## src/design/vpsm_pkg.sv

```systemverilog
// shared types for the vector pair similarity metrics block
// command and status bundles between controller and datapath; no dependencies
package vpsm_pkg;

  localparam int DIV_STEPS  = 33;
  localparam int SQRT_STEPS = 17;
  localparam int DRAIN_CYC  = 2;

  typedef struct packed {
    logic load;
    logic clear;
    logic sweep_init;
    logic sweep_rd;
    logic div_ex_init;
    logic div_q_init;
    logic div_step;
    logic ex_latch;
    logic mul_p_init;
    logic mul_d_init;
    logic p_latch;
    logic mul_step;
    logic sqrt_init;
    logic sqrt_step;
    logic res_load;
  } vpsm_cmd_t;

  typedef struct packed {
    logic sweep_last;
    logic zero_norm;
  } vpsm_sts_t;

endpackage

```

## src/design/vpsm_ctrl.sv

```systemverilog
// controller state machine of the vector pair similarity metrics block
// sequences load, correlation sweep, division, multiply and root steps; uses vpsm_pkg
module vpsm_ctrl import vpsm_pkg::*; #(
  parameter int NW = 41
) (
  input  logic      clk,
  input  logic      rst_n,
  input  logic      in_tvalid,
  input  logic      in_tlast,
  output logic      in_tready,
  output logic      out_tvalid,
  input  logic      out_tready,
  input  vpsm_sts_t sts,
  output vpsm_cmd_t cmd
);

  localparam int MAXSTEP = (NW > DIV_STEPS) ? NW : DIV_STEPS;
  localparam int SCW     = $clog2(MAXSTEP + 1);

  typedef enum logic [3:0] {
    S_LOAD, S_SETUP, S_SWEEP, S_DRAIN, S_EX_INIT, S_EX_DIV, S_EX_END,
    S_P_INIT, S_P_MUL, S_D_INIT, S_D_MUL, S_Q_INIT, S_Q_DIV, S_R_INIT,
    S_R_SQRT, S_DONE
  } state_t;

  state_t          state_r;
  logic [SCW-1:0]  cnt_r;
  logic            out_valid_r;
  logic            in_acc;
  logic            out_free;

  assign in_tready  = (state_r == S_LOAD);
  assign in_acc     = in_tvalid && in_tready;
  assign out_tvalid = out_valid_r;
  assign out_free   = !out_valid_r || out_tready;

  always_comb begin
    cmd             = '0;
    cmd.load        = in_acc;
    cmd.sweep_init  = (state_r == S_SETUP);
    cmd.sweep_rd    = (state_r == S_SWEEP);
    cmd.div_ex_init = (state_r == S_EX_INIT);
    cmd.div_q_init  = (state_r == S_Q_INIT);
    cmd.div_step    = (state_r == S_EX_DIV) || (state_r == S_Q_DIV);
    cmd.ex_latch    = (state_r == S_EX_END);
    cmd.mul_p_init  = (state_r == S_P_INIT);
    cmd.mul_d_init  = (state_r == S_D_INIT);
    cmd.p_latch     = (state_r == S_D_INIT);
    cmd.mul_step    = (state_r == S_P_MUL) || (state_r == S_D_MUL);
    cmd.sqrt_init   = (state_r == S_R_INIT);
    cmd.sqrt_step   = (state_r == S_R_SQRT);
    cmd.res_load    = (state_r == S_DONE) && out_free;
    cmd.clear       = cmd.res_load;
  end

  always_ff @(posedge clk) begin
    if (!rst_n) begin
      state_r     <= S_LOAD;
      cnt_r       <= '0;
      out_valid_r <= 1'b0;
    end else begin
      if (cmd.res_load) begin
        out_valid_r <= 1'b1;
      end else if (out_tready) begin
        out_valid_r <= 1'b0;
      end
      unique case (state_r)
        S_LOAD: begin
          if (in_acc && in_tlast) begin
            state_r <= S_SETUP;
          end
        end
        S_SETUP:   state_r <= S_SWEEP;
        S_SWEEP: begin
          if (sts.sweep_last) begin
            state_r <= S_DRAIN;
            cnt_r   <= '0;
          end
        end
        S_DRAIN: begin
          if (cnt_r == SCW'(DRAIN_CYC - 1)) begin
            state_r <= S_EX_INIT;
            cnt_r   <= '0;
          end else begin
            cnt_r <= cnt_r + 1'b1;
          end
        end
        S_EX_INIT: state_r <= S_EX_DIV;
        S_EX_DIV: begin
          if (cnt_r == SCW'(DIV_STEPS - 1)) begin
            state_r <= S_EX_END;
            cnt_r   <= '0;
          end else begin
            cnt_r <= cnt_r + 1'b1;
          end
        end
        S_EX_END:  state_r <= sts.zero_norm ? S_DONE : S_P_INIT;
        S_P_INIT:  state_r <= S_P_MUL;
        S_P_MUL: begin
          if (cnt_r == SCW'(NW - 1)) begin
            state_r <= S_D_INIT;
            cnt_r   <= '0;
          end else begin
            cnt_r <= cnt_r + 1'b1;
          end
        end
        S_D_INIT:  state_r <= S_D_MUL;
        S_D_MUL: begin
          if (cnt_r == SCW'(NW - 1)) begin
            state_r <= S_Q_INIT;
            cnt_r   <= '0;
          end else begin
            cnt_r <= cnt_r + 1'b1;
          end
        end
        S_Q_INIT:  state_r <= S_Q_DIV;
        S_Q_DIV: begin
          if (cnt_r == SCW'(DIV_STEPS - 1)) begin
            state_r <= S_R_INIT;
            cnt_r   <= '0;
          end else begin
            cnt_r <= cnt_r + 1'b1;
          end
        end
        S_R_INIT:  state_r <= S_R_SQRT;
        S_R_SQRT: begin
          if (cnt_r == SCW'(SQRT_STEPS - 1)) begin
            state_r <= S_DONE;
            cnt_r   <= '0;
          end else begin
            cnt_r <= cnt_r + 1'b1;
          end
        end
        S_DONE: begin
          if (out_free) begin
            state_r <= S_LOAD;
          end
        end
        default: state_r <= S_LOAD;
      endcase
    end
  end

`ifndef SYNTHESIS
  a_last_starts_sweep: assert property (@(posedge clk) disable iff (!rst_n)
    (in_acc && in_tlast) |=> (state_r == S_SETUP))
    else $error("last request did not start the sweep");
  a_load_when_free: assert property (@(posedge clk) disable iff (!rst_n)
    cmd.res_load |-> (!out_valid_r || out_tready))
    else $error("result overwrote a pending result");
  a_valid_from_done: assert property (@(posedge clk) disable iff (!rst_n)
    $rose(out_valid_r) |-> $past(state_r == S_DONE))
    else $error("result shown outside the done step");
`endif

endmodule

```

## config.mk

```make
export PLATFORM = sky130hd
export DESIGN_NAME = vpsm_ctrl
export DESIGN_NICKNAME = d
export VERILOG_FILES = /design/src/design/vpsm_pkg.sv /design/src/design/vpsm_ctrl.sv
export SDC_FILE = /design/constraint.sdc
export NUM_CORES = 1
export LEC_CHECK = 0
export ABC_AREA = 1
export BUFFER_PORTS_ARGS = -buffer_cell sky130_fd_sc_hd__buf_2
export CORE_AREA = 2 2 49 51
export DETAILED_ROUTE_END_ITERATION = 8
export DIE_AREA = 0 0 51 53
export GPL_ROUTABILITY_DRIVEN = 0
export HOLD_SLACK_MARGIN = 0.1
export PLACE_DENSITY = 0.77
export RECOVER_POWER = 50
export SLEW_MARGIN = 20
export SYNTH_ARGS = -nofsm -noshare
export SYNTH_HDL_FRONTEND = slang
export SYNTH_SLANG_ARGS = --single-unit
```

## constraint.sdc

```tcl
create_clock -name clk -period 1.9 [get_ports clk]
set_clock_uncertainty 0.1 [all_clocks]
set_input_delay 0.19 -clock clk [delete_from_list [all_inputs] [get_ports clk]]
set_output_delay 0.19 -clock clk [all_outputs]
set_load 0.01 [all_outputs]
```

==> results of run 1 <==
==> cells by family after synthesis <==
| group | Yosys count |
|---|---|
| AND/OR/NAND/NOR | 112 |
| buffers and inverters | 28 |
| AO/OA/AOI/OAI | 16 |
| flip-flops | 11 |
| adder cells (fa/ha/maj) | 3 |
| XOR/XNOR | 1 |
==> final cells by class <==
class	count	area (sq um)	area share (%)
Multi-Input combinational cell	132	764	60.5
Sequential cell	11	220	17.4
Timing Repair Buffer	24	115	9.11
Inverter	23	103	8.12
Tap cell	28	35.0	2.77
Clock buffer	4	26.3	2.08
==> metal layers <==
layer  vias up  wire [um]
met2        23       1140
met3         4        111
li1        597          -
met4         0         40
met1       516       1240
met5         -          0
==> cells in the final DEF (no fill, tap or decap) <==
cell	count
sky130_fd_sc_hd__a21oi_1	8
sky130_fd_sc_hd__a31oi_1	1
sky130_fd_sc_hd__and3_1	1
sky130_fd_sc_hd__buf_2	15
sky130_fd_sc_hd__clkbuf_1	9
sky130_fd_sc_hd__clkbuf_4	3
sky130_fd_sc_hd__clkinvlp_2	1
sky130_fd_sc_hd__dfxtp_1	11
sky130_fd_sc_hd__dlygate4sd3_1	1
sky130_fd_sc_hd__ha_1	2
sky130_fd_sc_hd__ha_2	1
sky130_fd_sc_hd__inv_1	13
sky130_fd_sc_hd__inv_12	1
sky130_fd_sc_hd__inv_2	7
sky130_fd_sc_hd__inv_4	1
sky130_fd_sc_hd__nand2_1	30
sky130_fd_sc_hd__nand2_2	7
sky130_fd_sc_hd__nand2_4	6
sky130_fd_sc_hd__nand3_1	20
sky130_fd_sc_hd__nand3_2	2
sky130_fd_sc_hd__nand3_4	1
sky130_fd_sc_hd__nand3b_1	1
sky130_fd_sc_hd__nand4_1	5
sky130_fd_sc_hd__nand4_2	1
sky130_fd_sc_hd__nor2_1	28
sky130_fd_sc_hd__nor2_2	3
sky130_fd_sc_hd__nor2_4	3
sky130_fd_sc_hd__nor2_8	2
sky130_fd_sc_hd__nor3_1	1
sky130_fd_sc_hd__nor3_2	1
sky130_fd_sc_hd__o21a_1	1
sky130_fd_sc_hd__o21ai_0	5
sky130_fd_sc_hd__o21ai_1	1
sky130_fd_sc_hd__xor2_1	1
==> flip-flops by register name, summed over array words and instances, names as in the netlist <==
signal / flops
cnt_r: 6
out_tvalid: 1
state_r: 4
==> how the worst max path moves through the flow <==
stage                                          to  depth (start not counted)
after floorplan           state_r[1]$_SDFFE_PN0P_                         11
after global placement    state_r[1]$_SDFFE_PN0P_                         11
after detailed placement  state_r[1]$_SDFFE_PN0P_                         11
after CTS                 state_r[1]$_SDFFE_PN0P_                         11
after global routing      state_r[1]$_SDFFE_PN0P_                         11
final                                      cmd[5]                          5
==> stage by stage <==
step | setup WS, ps | hold WS [ps] | utilization (%) | area [sq um]
CTS | 100 | 130 | 59.4 | 1280
global placement | 203 | 367 | 57.7 | 1240
floorplan | 266 | 207 | - | 1120
detailed placement | 114 | 367 | 57.7 | 1240
finish | 166 | 129 | 58.8 | 1260
global route | 44.1 | 159 | 58.8 | 1260
==> worst min-delay path, cell delays in order <==
cell	delay, ps
sky130_fd_sc_hd__buf_2	70
sky130_fd_sc_hd__nor2_1	50
sky130_fd_sc_hd__nor2_1	100
sky130_fd_sc_hd__nor2_1	40
==> repair_timing <==
item	CTS	global route
gates resized for setup	0	2
hold endpoints to repair	2	0
setup buffers	0	0
hold buffers	1	0
endpoints found under the setup margin	0	4
==> where the power goes <==
part           switching (W)  internal, W  leakage, nW
registers          0.0000498     0.000263       0.0892
clock network      0.0000794    0.0000815       0.0150
logic               0.000335     0.000184        0.489
total               0.000465     0.000529        0.593
==> cell usage after synthesis (all sizes together) <==
cell type	number	area, sq um
nand2	43	226
nor2	36	200
nand3	23	138
inv	22	97.6
dfxtp	11	220
a21oi	8	40.0
nand4	6	43.8
o21ai	6	30.0
buf	5	35.0
ha	3	37.5
nor3	2	15.0
a31oi	1	6.26
and3	1	6.26
clkinv	1	5.00
nand3b	1	7.51
o21a	1	7.51
xor2	1	8.76
==> results.md, run 1 <==
- Combined buffer and inverter count along the critical path: 3
- Residual antenna-violating net count after detailed routing: 0
- Met3 global-route usage: 1.98%
- Simple-gate share of the synthesized area: 56.6%
- Gate count after technology mapping: 171
- DRT Wirelength: 2.53 mm
- Fin. max-slew vios: 0
- Max Clock Freq: 0.577 GHz
- Post-synthesis adder-cell area fraction: 3.34%
- Number of fill cells in the layout: 220
- Critical path, cell by cell: inv_1 -> nor2_1 -> inv_1 -> nor2_1 -> buf_2
- Post-synthesis compound-gate area fraction: 7.45%
- Mux cell area share after synthesis: 0%
- Via/cell ratio: 5.14
- Period utilization: 91.3%
- Maximum cell stage delay along the critical path: 450 ps
- Global routing usage summed across all routing layers: 20.8%
- Vias in the first global route: 1000
- Worst EP arrival: 1440 ps
- Minimum setup slack among reg-to-reg paths: 200 ps
- Buffers added on ports: 23
- Global-route met1 utilization: 28.4%
- Max IR drop VDD: 0.723 mV
- Share of synthesized area occupied by flip-flops and latches: 19.6%
- Reg clk slew, reported paths: 70 ps
- Number of setup violations in the final report: 0
- Syn-to-layout area delta: 12.3%
- Clock buffer depth: 2
- Yosys synthesis warning count: 0
- Router iterations before antenna repair: 4
- Combinational family with the most area after synthesis: simple AND/OR/NAND/NOR gates
- Proportion of layout cells with a drive suffix above 1: 28.4%
- Critical R2R Launch: cnt_r[0]$_SDFFE_PN0P_
- Final HPWL DP: 2.12 mm
- Number of vias after detailed routing: 1140
- Shortest period the worst path allows: 1730 ps
- Clock tree root driver cell: sky130_fd_sc_hd__clkbuf_4
- Setup repair after global routing missed its margin: no
- Antenna violations before repair: 0
- Area enclosed by the die boundary: 0.00270 sq mm
- Setup TNS after final layout: 0 ps
- Global-route met2 utilization: 33.1%
- Worst-Skew Late Latency: 270 ps
- Maximum fanout count along the critical path: 6
- Capturing element type of the critical path: output port
- Hold wc startpoint: out_tready
- Die boundary width: 51 um
- Sink Count: 11
- Endpoint of the lowest-slack register-to-register path: state_r[1]$_SDFFE_PN0P_
- Top-level I/O count: 24
- Cell count after placement: 217
- Mean instance size in the synthesized netlist: 6.58 sq um
- Initial drt markers: 24
- Clock tree from TritonCTS: built
- Mean routed wirelength per cell: 11.4 um
- Final cell count without fillers: 222
- Overall power of the completed layout: 0.000993 W
- Mapped cell area: 0.00112 sq mm
- Inserted Clock Buffers: 3
- Max-capacitance violation count: 0
- Start point of the critical path: state_r[0]$_SDFFE_PN0P_
- Setup CP Type: flop to output port
- Overflow left after global routing: 0
- Level count of the clock H-tree: 1
- DRC viols: 0
- Antenna diodes: 0
- PwrDens: 786 mW/mm^2
- Leakage dissipation: 0.593 nW
- Area share of xor/xnor cells in the synthesized design: 0.779%
- Post-synthesis sequential element count: 11
- Net count reported at finish: 205
- Slew at the pin closest to its max-slew limit: 459 ps
- Class of the tightest hold or removal check: input port to flop
- Area inside the core boundary: 0.00215 sq mm
- Depth of the worst register-to-register path: 11
- Maximum number of pins on one net before global-route repair: 10
- Required time at the endpoint of the critical path: 1610 ps
- Global route hottest layer: met2
- Die Span Y: 53 um
- WHS Endpoint: out_tvalid$_SDFFE_PN0P_
- Status: finished, final reports clean
- Std-Cell Rows: 17
- CP Launch Type: flop
- Number of nets produced by synthesis: 181
- First-pass GRT wire length: 4.24 mm
- Cell class contributing the biggest share of worst-path delay: flip-flops
- Final Hold Fails: 0
- Hold Path Cell Cnt: 4
- Slowest CP cell: sky130_fd_sc_hd__dfxtp_1
- Worst-case headroom to the max-slew limit: 69.4%
- Number of unique standard cell types used by synthesis: 31
- Starting density of the core: 52.4%
No activity file was read; power rests on OpenSTA's default activity.
==> inputs of run 2 (changes only) <==
Settings changed: CORE_AREA 2 2 49 51 to 2 2 51 53, DIE_AREA 0 0 51 53 to 0 0 53 55, PLACE_DENSITY 0.77 to 0.71.
==> run 2 against run 1 <==
Final cell count is 0.90% higher. Fmax hardly changed. Worst hold slack better by 4.5 ps. Power is 0.48% lower. Routed wire length is 0.99% higher. Combinational power is 1% higher. Global-route usage is 1.1 points lower. Sequential share of layout area hardly changed. Largest cell class unchanged. Highest routed layer unchanged.
==> results.md, run 2 (synthesis results as in run 1) <==
- Hold Path Cell Cnt: 4
- Minimum setup slack among reg-to-reg paths: 170 ps
- Final HPWL DP: 2.15 mm
- Number of setup violations in the final report: 0
- CP Launch Type: flop
- WHS: 134 ps
- Worst-Skew Late Latency: 260 ps
- Setup CP Type: flop to flop
- Inserted Clock Buffers: 3
- Leakage dissipation: 0.607 nW
- Clock tree root driver cell: sky130_fd_sc_hd__clkbuf_4
- Hold wc startpoint: out_tready
- Starting density of the core: 47.6%
- Area enclosed by the die boundary: 0.00292 sq mm
- Number of vias after detailed routing: 1122
- Syn-to-layout area delta: 12.6%
- Initial drt markers: 29
- Overflow left after global routing: 0
- Via/cell ratio: 5.01
- Final cell count without fillers: 224
- Critical R2R Launch: cnt_r[0]$_SDFFE_PN0P_
- Die boundary width: 53 um
- Cell area after layout: 0.00127 sq mm
- Max Clock Freq: 0.577 GHz
- Vias in the first global route: 910
- Minimum setup slack after placement: 85.3 ps
- First-pass GRT wire length: 4.18 mm
- Required time at the endpoint of the critical path: 1960 ps
- Slew at the pin closest to its max-slew limit: 487 ps
- Number of fill cells in the layout: 258
- Status: finished, final reports clean
- DRC viols: 0
- Number of flip-flops under the largest register name: 6
- Global routing usage summed across all routing layers: 19.7%
- PwrDens: 781 mW/mm^2
- Setup repair after global routing missed its margin: no
- Clock buffer depth: 2
- Final Hold Fails: 0
- Residual antenna-violating net count after detailed routing: 0
- Max-capacitance violation count: 0
- Die Span Y: 55 um
- Net count reported at finish: 205
- Maximum number of pins on one net before global-route repair: 10
- Level count of the clock H-tree: 1
- Maximum fanout count along the critical path: 6
- Mean routed wirelength per cell: 11.4 um
- Class of the tightest hold or removal check: input port to flop
- Setup TNS after final layout: 0 ps
- Worst-case headroom to the max-slew limit: 67.5%
- Period utilization: 91.2%
- Max IR drop VDD: 0.499 mV
- Least setup slack across all paths after layout: 168 ps
- Sink Count: 11
- Area inside the core boundary: 0.00236 sq mm
- Capturing element type of the critical path: flop
- Endpoint of the lowest-slack register-to-register path: state_r[1]$_SDFFE_PN0P_
- Antenna violations before repair: 0
- Reg clk slew, reported paths: 60 ps
- Placed inst area: 0.00124 sq mm
- Top-level I/O count: 24
- DRT Wirelength: 2.56 mm
- Router iterations before antenna repair: 4
- Std-Cell Rows: 18
- Clock tree from TritonCTS: built
- Shortest period the worst path allows: 1730 ps
- Depth of the worst register-to-register path: 11
- Commonest non-fill, non-tap cell in the layout: sky130_fd_sc_hd__nand2_1
- WHS Endpoint: out_tvalid$_SDFFE_PN0P_
- Largest Register: cnt_r
- Worst EP arrival: 1790 ps
- Fin. max-slew vios: 0
- Most used cells in the layout excluding fill and tap cells: sky130_fd_sc_hd__nand2_1 (30), sky130_fd_sc_hd__nor2_1 (27), sky130_fd_sc_hd__nand3_1 (20)
- Antenna diodes: 0
- Buffers added on ports: 23
- Cell count after placement: 219
- Proportion of layout cells with a drive suffix above 1: 29.9%
run 2: cell types whose count changed in the layout (fill, tap and decap cells not counted), sizes merged:
cell / previous run / this run
clkinvlp: 1 / 0
clkbuf: 12 / 10
buf: 15 / 17
clkinv: 0 / 1
run 2: layout make-up:
class | instances | area (sq um) | area share, %
clock buffers | 4 | 26.3 | 2.08
inverters | 23 | 103 | 8.10
multi-input cells | 132 | 762 | 60.2
well taps | 30 | 37.5 | 2.96
repair buffers | 24 | 118 | 9.29
flip-flops and latches | 11 | 220 | 17.4
run 2: worst max-delay path by stage:
stage | startpoint | to | slack, ps
final | cnt_r[0]$_SDFFE_PN0P_ | state_r[1]$_SDFFE_PN0P_ | 170
after global routing | cnt_r[0]$_SDFFE_PN0P_ | state_r[1]$_SDFFE_PN0P_ | 50
after CTS | cnt_r[0]$_SDFFE_PN0P_ | state_r[1]$_SDFFE_PN0P_ | 80
after detailed placement | cnt_r[0]$_SDFFE_PN0P_ | state_r[1]$_SDFFE_PN0P_ | 90
after global placement | cnt_r[0]$_SDFFE_PN0P_ | state_r[1]$_SDFFE_PN0P_ | 200
after floorplan | cnt_r[0]$_SDFFE_PN0P_ | state_r[1]$_SDFFE_PN0P_ | 270
run 2: per-layer routing:
| layer | up-vias | wire (um) | track usage (%) |
|---|---|---|---|
| met4 | 0 | 17 | 7.69 |
| met2 | 23 | 1150 | 28.7 |
| met3 | 2 | 89 | 2.42 |
| met1 | 502 | 1310 | 29.3 |
| li1 | 595 | - | - |
| met5 | - | 0 | 0 |
run 2: repair_timing:
| action | CTS | global route |
|---|---|---|
| resized for setup | 0 | 2 |
| buffers inserted | 0 | 0 |
| setup endpoints to repair | 0 | 6 |
| hold buffers | 1 | 0 |
| endpoints found under the hold margin | 2 | 0 |
run 2: power breakdown:
| group | internal, W | leakage [nW] | switching (W) | total [W] |
|---|---|---|---|---|
| combinational | 0.000184 | 0.502 | 0.000341 | 0.000525 |
| sequential | 0.000263 | 0.0892 | 0.0000483 | 0.000312 |
| clock | 0.0000811 | 0.0150 | 0.0000708 | 0.000152 |
| total | 0.000529 | 0.607 | 0.000460 | 0.000989 |
run 2: through the flow:
stage	util (%)	power [W]
final	53.5	0.000989
after detailed placement	52.5	0.000849
after CTS	54.1	0.00101
after global routing	53.5	0.00108
after global placement	52.5	0.000833
after floorplan	-	0.000731
run 2: critical path: stages (launching register included):
cell and delay, ps:
sky130_fd_sc_hd__dfxtp_1 360, sky130_fd_sc_hd__inv_2 130, sky130_fd_sc_hd__ha_2 230, sky130_fd_sc_hd__inv_2 50, sky130_fd_sc_hd__nor2_1 100, sky130_fd_sc_hd__nand3_2 140
sky130_fd_sc_hd__nand2_4 110, sky130_fd_sc_hd__nand2_4 60, sky130_fd_sc_hd__nor2_8 120, sky130_fd_sc_hd__nand2_4 70, sky130_fd_sc_hd__nor2_1 110, sky130_fd_sc_hd__nor2_2 50
==> inputs of run 3 (changes only) <==
Settings changed: ABC_AREA 1 to default, CORE_AREA 2 2 51 53 to 3 3 47 49, DIE_AREA 0 0 53 55 to 0 0 50 52, PLACE_DENSITY 0.71 to 0.74.
==> run 3 against run 2 <==
Combinational power fell by 28%. First-iteration DRC count fell by 66%. Register-to-register slack got worse by 140 ps. Fmax fell by 7.6%. Sequential cell count did not move. Worst hold slack got worse by 18 ps. Routed wire length fell by 13%. Synthesized cell count fell by 33%. Via count fell by 17%. Sequential power barely moved. Utilization rose by 7.5 points. Global-route usage fell by 2.9 points.
==> results.md, run 3 <==
- Status: finished, final reports clean
- Worst-case headroom to the max-slew limit: 68.1%
- Worst-Skew Late Latency: 280 ps
- Clock buffer depth: 2
- Overall power of the completed layout: 0.000863 W
- Multi-input logic area: 634 sq um
- Die boundary width: 50 um
- Level count of the clock H-tree: 1
- Shortest period the worst path allows: 1870 ps
- Overflow left after global routing: 0
- Max-capacitance violation count: 0
- Required time at the endpoint of the critical path: 2020 ps
- Area enclosed by the die boundary: 0.00260 sq mm
- Residual antenna-violating net count after detailed routing: 0
- Area inside the core boundary: 0.00190 sq mm
- PwrDens: 743 mW/mm^2
- Maximum number of pins on one net before global-route repair: 15
- Proportion of netlist area held by the largest area contributor: 24.1%
- Final HPWL DP: 1.62 mm
- Number of setup violations in the final report: 0
- Class of the tightest hold or removal check: input port to flop
- CP Launch Type: flop
- Yosys synthesis warning count: 0
- Final Hold Fails: 0
- Main synth FF type: sky130_fd_sc_hd__dfxtp_1
- Final Core Density: 61.1%
- Capturing element type of the critical path: flop
- Commonest non-fill, non-tap cell in the layout: sky130_fd_sc_hd__buf_2
- Most frequent cell after synthesis: sky130_fd_sc_hd__nand2_1
- Number of flops mapped to enable cells by yosys: 0
- Top cell types by occurrence after synthesis: sky130_fd_sc_hd__nand2_1 (15), sky130_fd_sc_hd__dfxtp_1 (11), sky130_fd_sc_hd__nor2_1 (10)
- Syn-to-layout area delta: 27.1%
- Die Span Y: 52 um
- Leakage dissipation: 0.493 nW
- Setup repair after global routing missed its margin: yes
- Antenna diodes: 0
- DRC viols: 0
- Setup CP Type: flop to flop
- First-pass GRT wire length: 3.42 mm
- Worst EP arrival: 1990 ps
- Sink Count: 11
- Least setup slack across all paths after layout: 26.0 ps
- Starting density of the core: 48.0%
- Number of nets produced by synthesis: 124
- Via/cell ratio: 5.47
- Initial drt markers: 10
- Mean routed wirelength per cell: 13.1 um
- Number of vias after detailed routing: 930
- Placed inst area: 0.00107 sq mm
- Clock tree root driver cell: sky130_fd_sc_hd__clkbuf_4
- Max IR drop VDD: 0.518 mV
- Final cell count without fillers: 170
- Proportion of layout cells with a drive suffix above 1: 39.2%
- Clock tree from TritonCTS: built
- Sequential Area: 234 sq um
- Std-Cell Rows: 16
- Slew at the pin closest to its max-slew limit: 478 ps
- Most used cells in the layout excluding fill and tap cells: sky130_fd_sc_hd__buf_2 (22), sky130_fd_sc_hd__nand2_1 (15), sky130_fd_sc_hd__buf_4 (13)
- Global routing usage summed across all routing layers: 16.8%
- Cell count after placement: 164
- Largest Register: cnt_r
- Async set-reset flop share out of synthesis: 0%
- Fin. max-slew vios: 0
- Vias in the first global route: 827
- Most area-consuming cells after synthesis: sky130_fd_sc_hd__dfxtp_1 (24%), sky130_fd_sc_hd__nand2_1 (6.2%), sky130_fd_sc_hd__mux2i_1 (5.5%), sky130_fd_sc_hd__buf_4 (4.9%), sky130_fd_sc_hd__nor4b_1 (4.8%)
- Maximum fanout count along the critical path: 6
- Mean instance size in the synthesized netlist: 8.01 sq um
- Router iterations before antenna repair: 4
- Gate count after technology mapping: 114
- Number of unique standard cell types used by synthesis: 43
- Mapped cell area: 913 sq um
- DRT Wirelength: 2.22 mm
- Top-level I/O count: 24
- Max Clock Freq: 0.534 GHz
- Inserted Clock Buffers: 3
- Period utilization: 98.6%
- Minimum setup slack after placement: -26.0 ps
- Cell area after layout: 0.00116 sq mm
- Reg clk slew, reported paths: 80 ps
- Number of flip-flops under the largest register name: 6
- Share of synthesized area occupied by flip-flops and latches: 24.1%
- Number of fill cells in the layout: 171
- Post-synthesis sequential element count: 11
- Buffers added on ports: 23
- Antenna violations before repair: 0
- Net count reported at finish: 154
- Biggest area consumer among synthesized cells: sky130_fd_sc_hd__dfxtp_1
run 3: cell types whose count changed in the layout (fill, tap and decap cells not counted), moves of 6 or more:
cell / delta
sky130_fd_sc_hd__nand2_2: -7
sky130_fd_sc_hd__nand2_4: -6
sky130_fd_sc_hd__a21oi_1: -8
sky130_fd_sc_hd__inv_2: -7
sky130_fd_sc_hd__buf_4: +13
sky130_fd_sc_hd__nand3_1: -17
sky130_fd_sc_hd__nor2_1: -17
sky130_fd_sc_hd__inv_1: -9
sky130_fd_sc_hd__nand2_1: -15
run 3: final timing paths:
| kind | slack [ps] | depth (start not counted) | end | from |
|---|---|---|---|---|
| max | 30 | 7 | state_r[2]$_SDFFE_PN0P_ | cnt_r[1]$_SDFFE_PN0P_ |
| min | 120 | 3 | out_tvalid$_SDFFE_PN0P_ | out_tready |
| max reg2reg | 30 | 7 | state_r[2]$_SDFFE_PN0P_ | cnt_r[1]$_SDFFE_PN0P_ |
| min reg2reg | 430 | 2 | out_tvalid$_SDFFE_PN0P_ | out_tvalid$_SDFFE_PN0P_ |
run 3: cell families (layout without fill, tap and decap cells):
family	Yosys count	in the layout	share of synthesized area, %
flip-flops	11	11	24.1
AND/OR/NAND/NOR	61	61	39.3
AO/OA/AOI/OAI	17	17	15.8
buffers and inverters	16	45	10.3
XOR/XNOR	1	1	0.959
adder cells (fa/ha/maj)	3	3	4.11
multiplexers	5	5	5.48
run 3: timing repair:
action	4_1_cts	5_1_grt
hold buffers	0	0
endpoints found under the setup margin	7	9
gates resized for setup	3	14
endpoints found under the hold margin	0	0
setup buffers	0	2
pin swaps	0	5
run 3: report_power, final:
group	total (W)	switching, W	internal, W
clock	0.000172	0.0000908	0.0000817
sequential	0.000314	0.0000594	0.000255
combinational	0.000376	0.000194	0.000182
total	0.000863	0.000344	0.000518
run 3: per-layer routing:
layer | global-route usage [%] | up-vias | wire length, um
met5 | 0 | - | 0
met4 | 6.91 | 0 | 46
met3 | 1.72 | 9 | 87
met2 | 31.5 | 28 | 1090
met1 | 19.1 | 432 | 994
li1 | - | 461 | -
run 3: critical path, cell delays in order (launching register included):
cell and delay, ps:
sky130_fd_sc_hd__dfxtp_4 360, sky130_fd_sc_hd__inv_4 60, sky130_fd_sc_hd__ha_4 120, sky130_fd_sc_hd__nand4bb_1 150, sky130_fd_sc_hd__o21ai_2 210, sky130_fd_sc_hd__nand4_4 140, sky130_fd_sc_hd__or4_4 530, sky130_fd_sc_hd__a21boi_2 120
run 3: layout make-up:
cell class	count	share of cell area, %
multi-input cells	87	54.6
well taps	27	2.91
clock buffers	4	2.26
repair buffers	36	18.2
inverters	5	1.83
flip-flops and latches	11	20.2
run 3: through the flow:
stage | hold slack, ps | TNS (ps)
4_1_cts | 123 | 0
2_1_floorplan | 232 | 0
3_3_place_gp | 399 | 0
5_1_grt | 156 | -45.2
6_report | 116 | 0
3_5_place_dp | 404 | -26.0
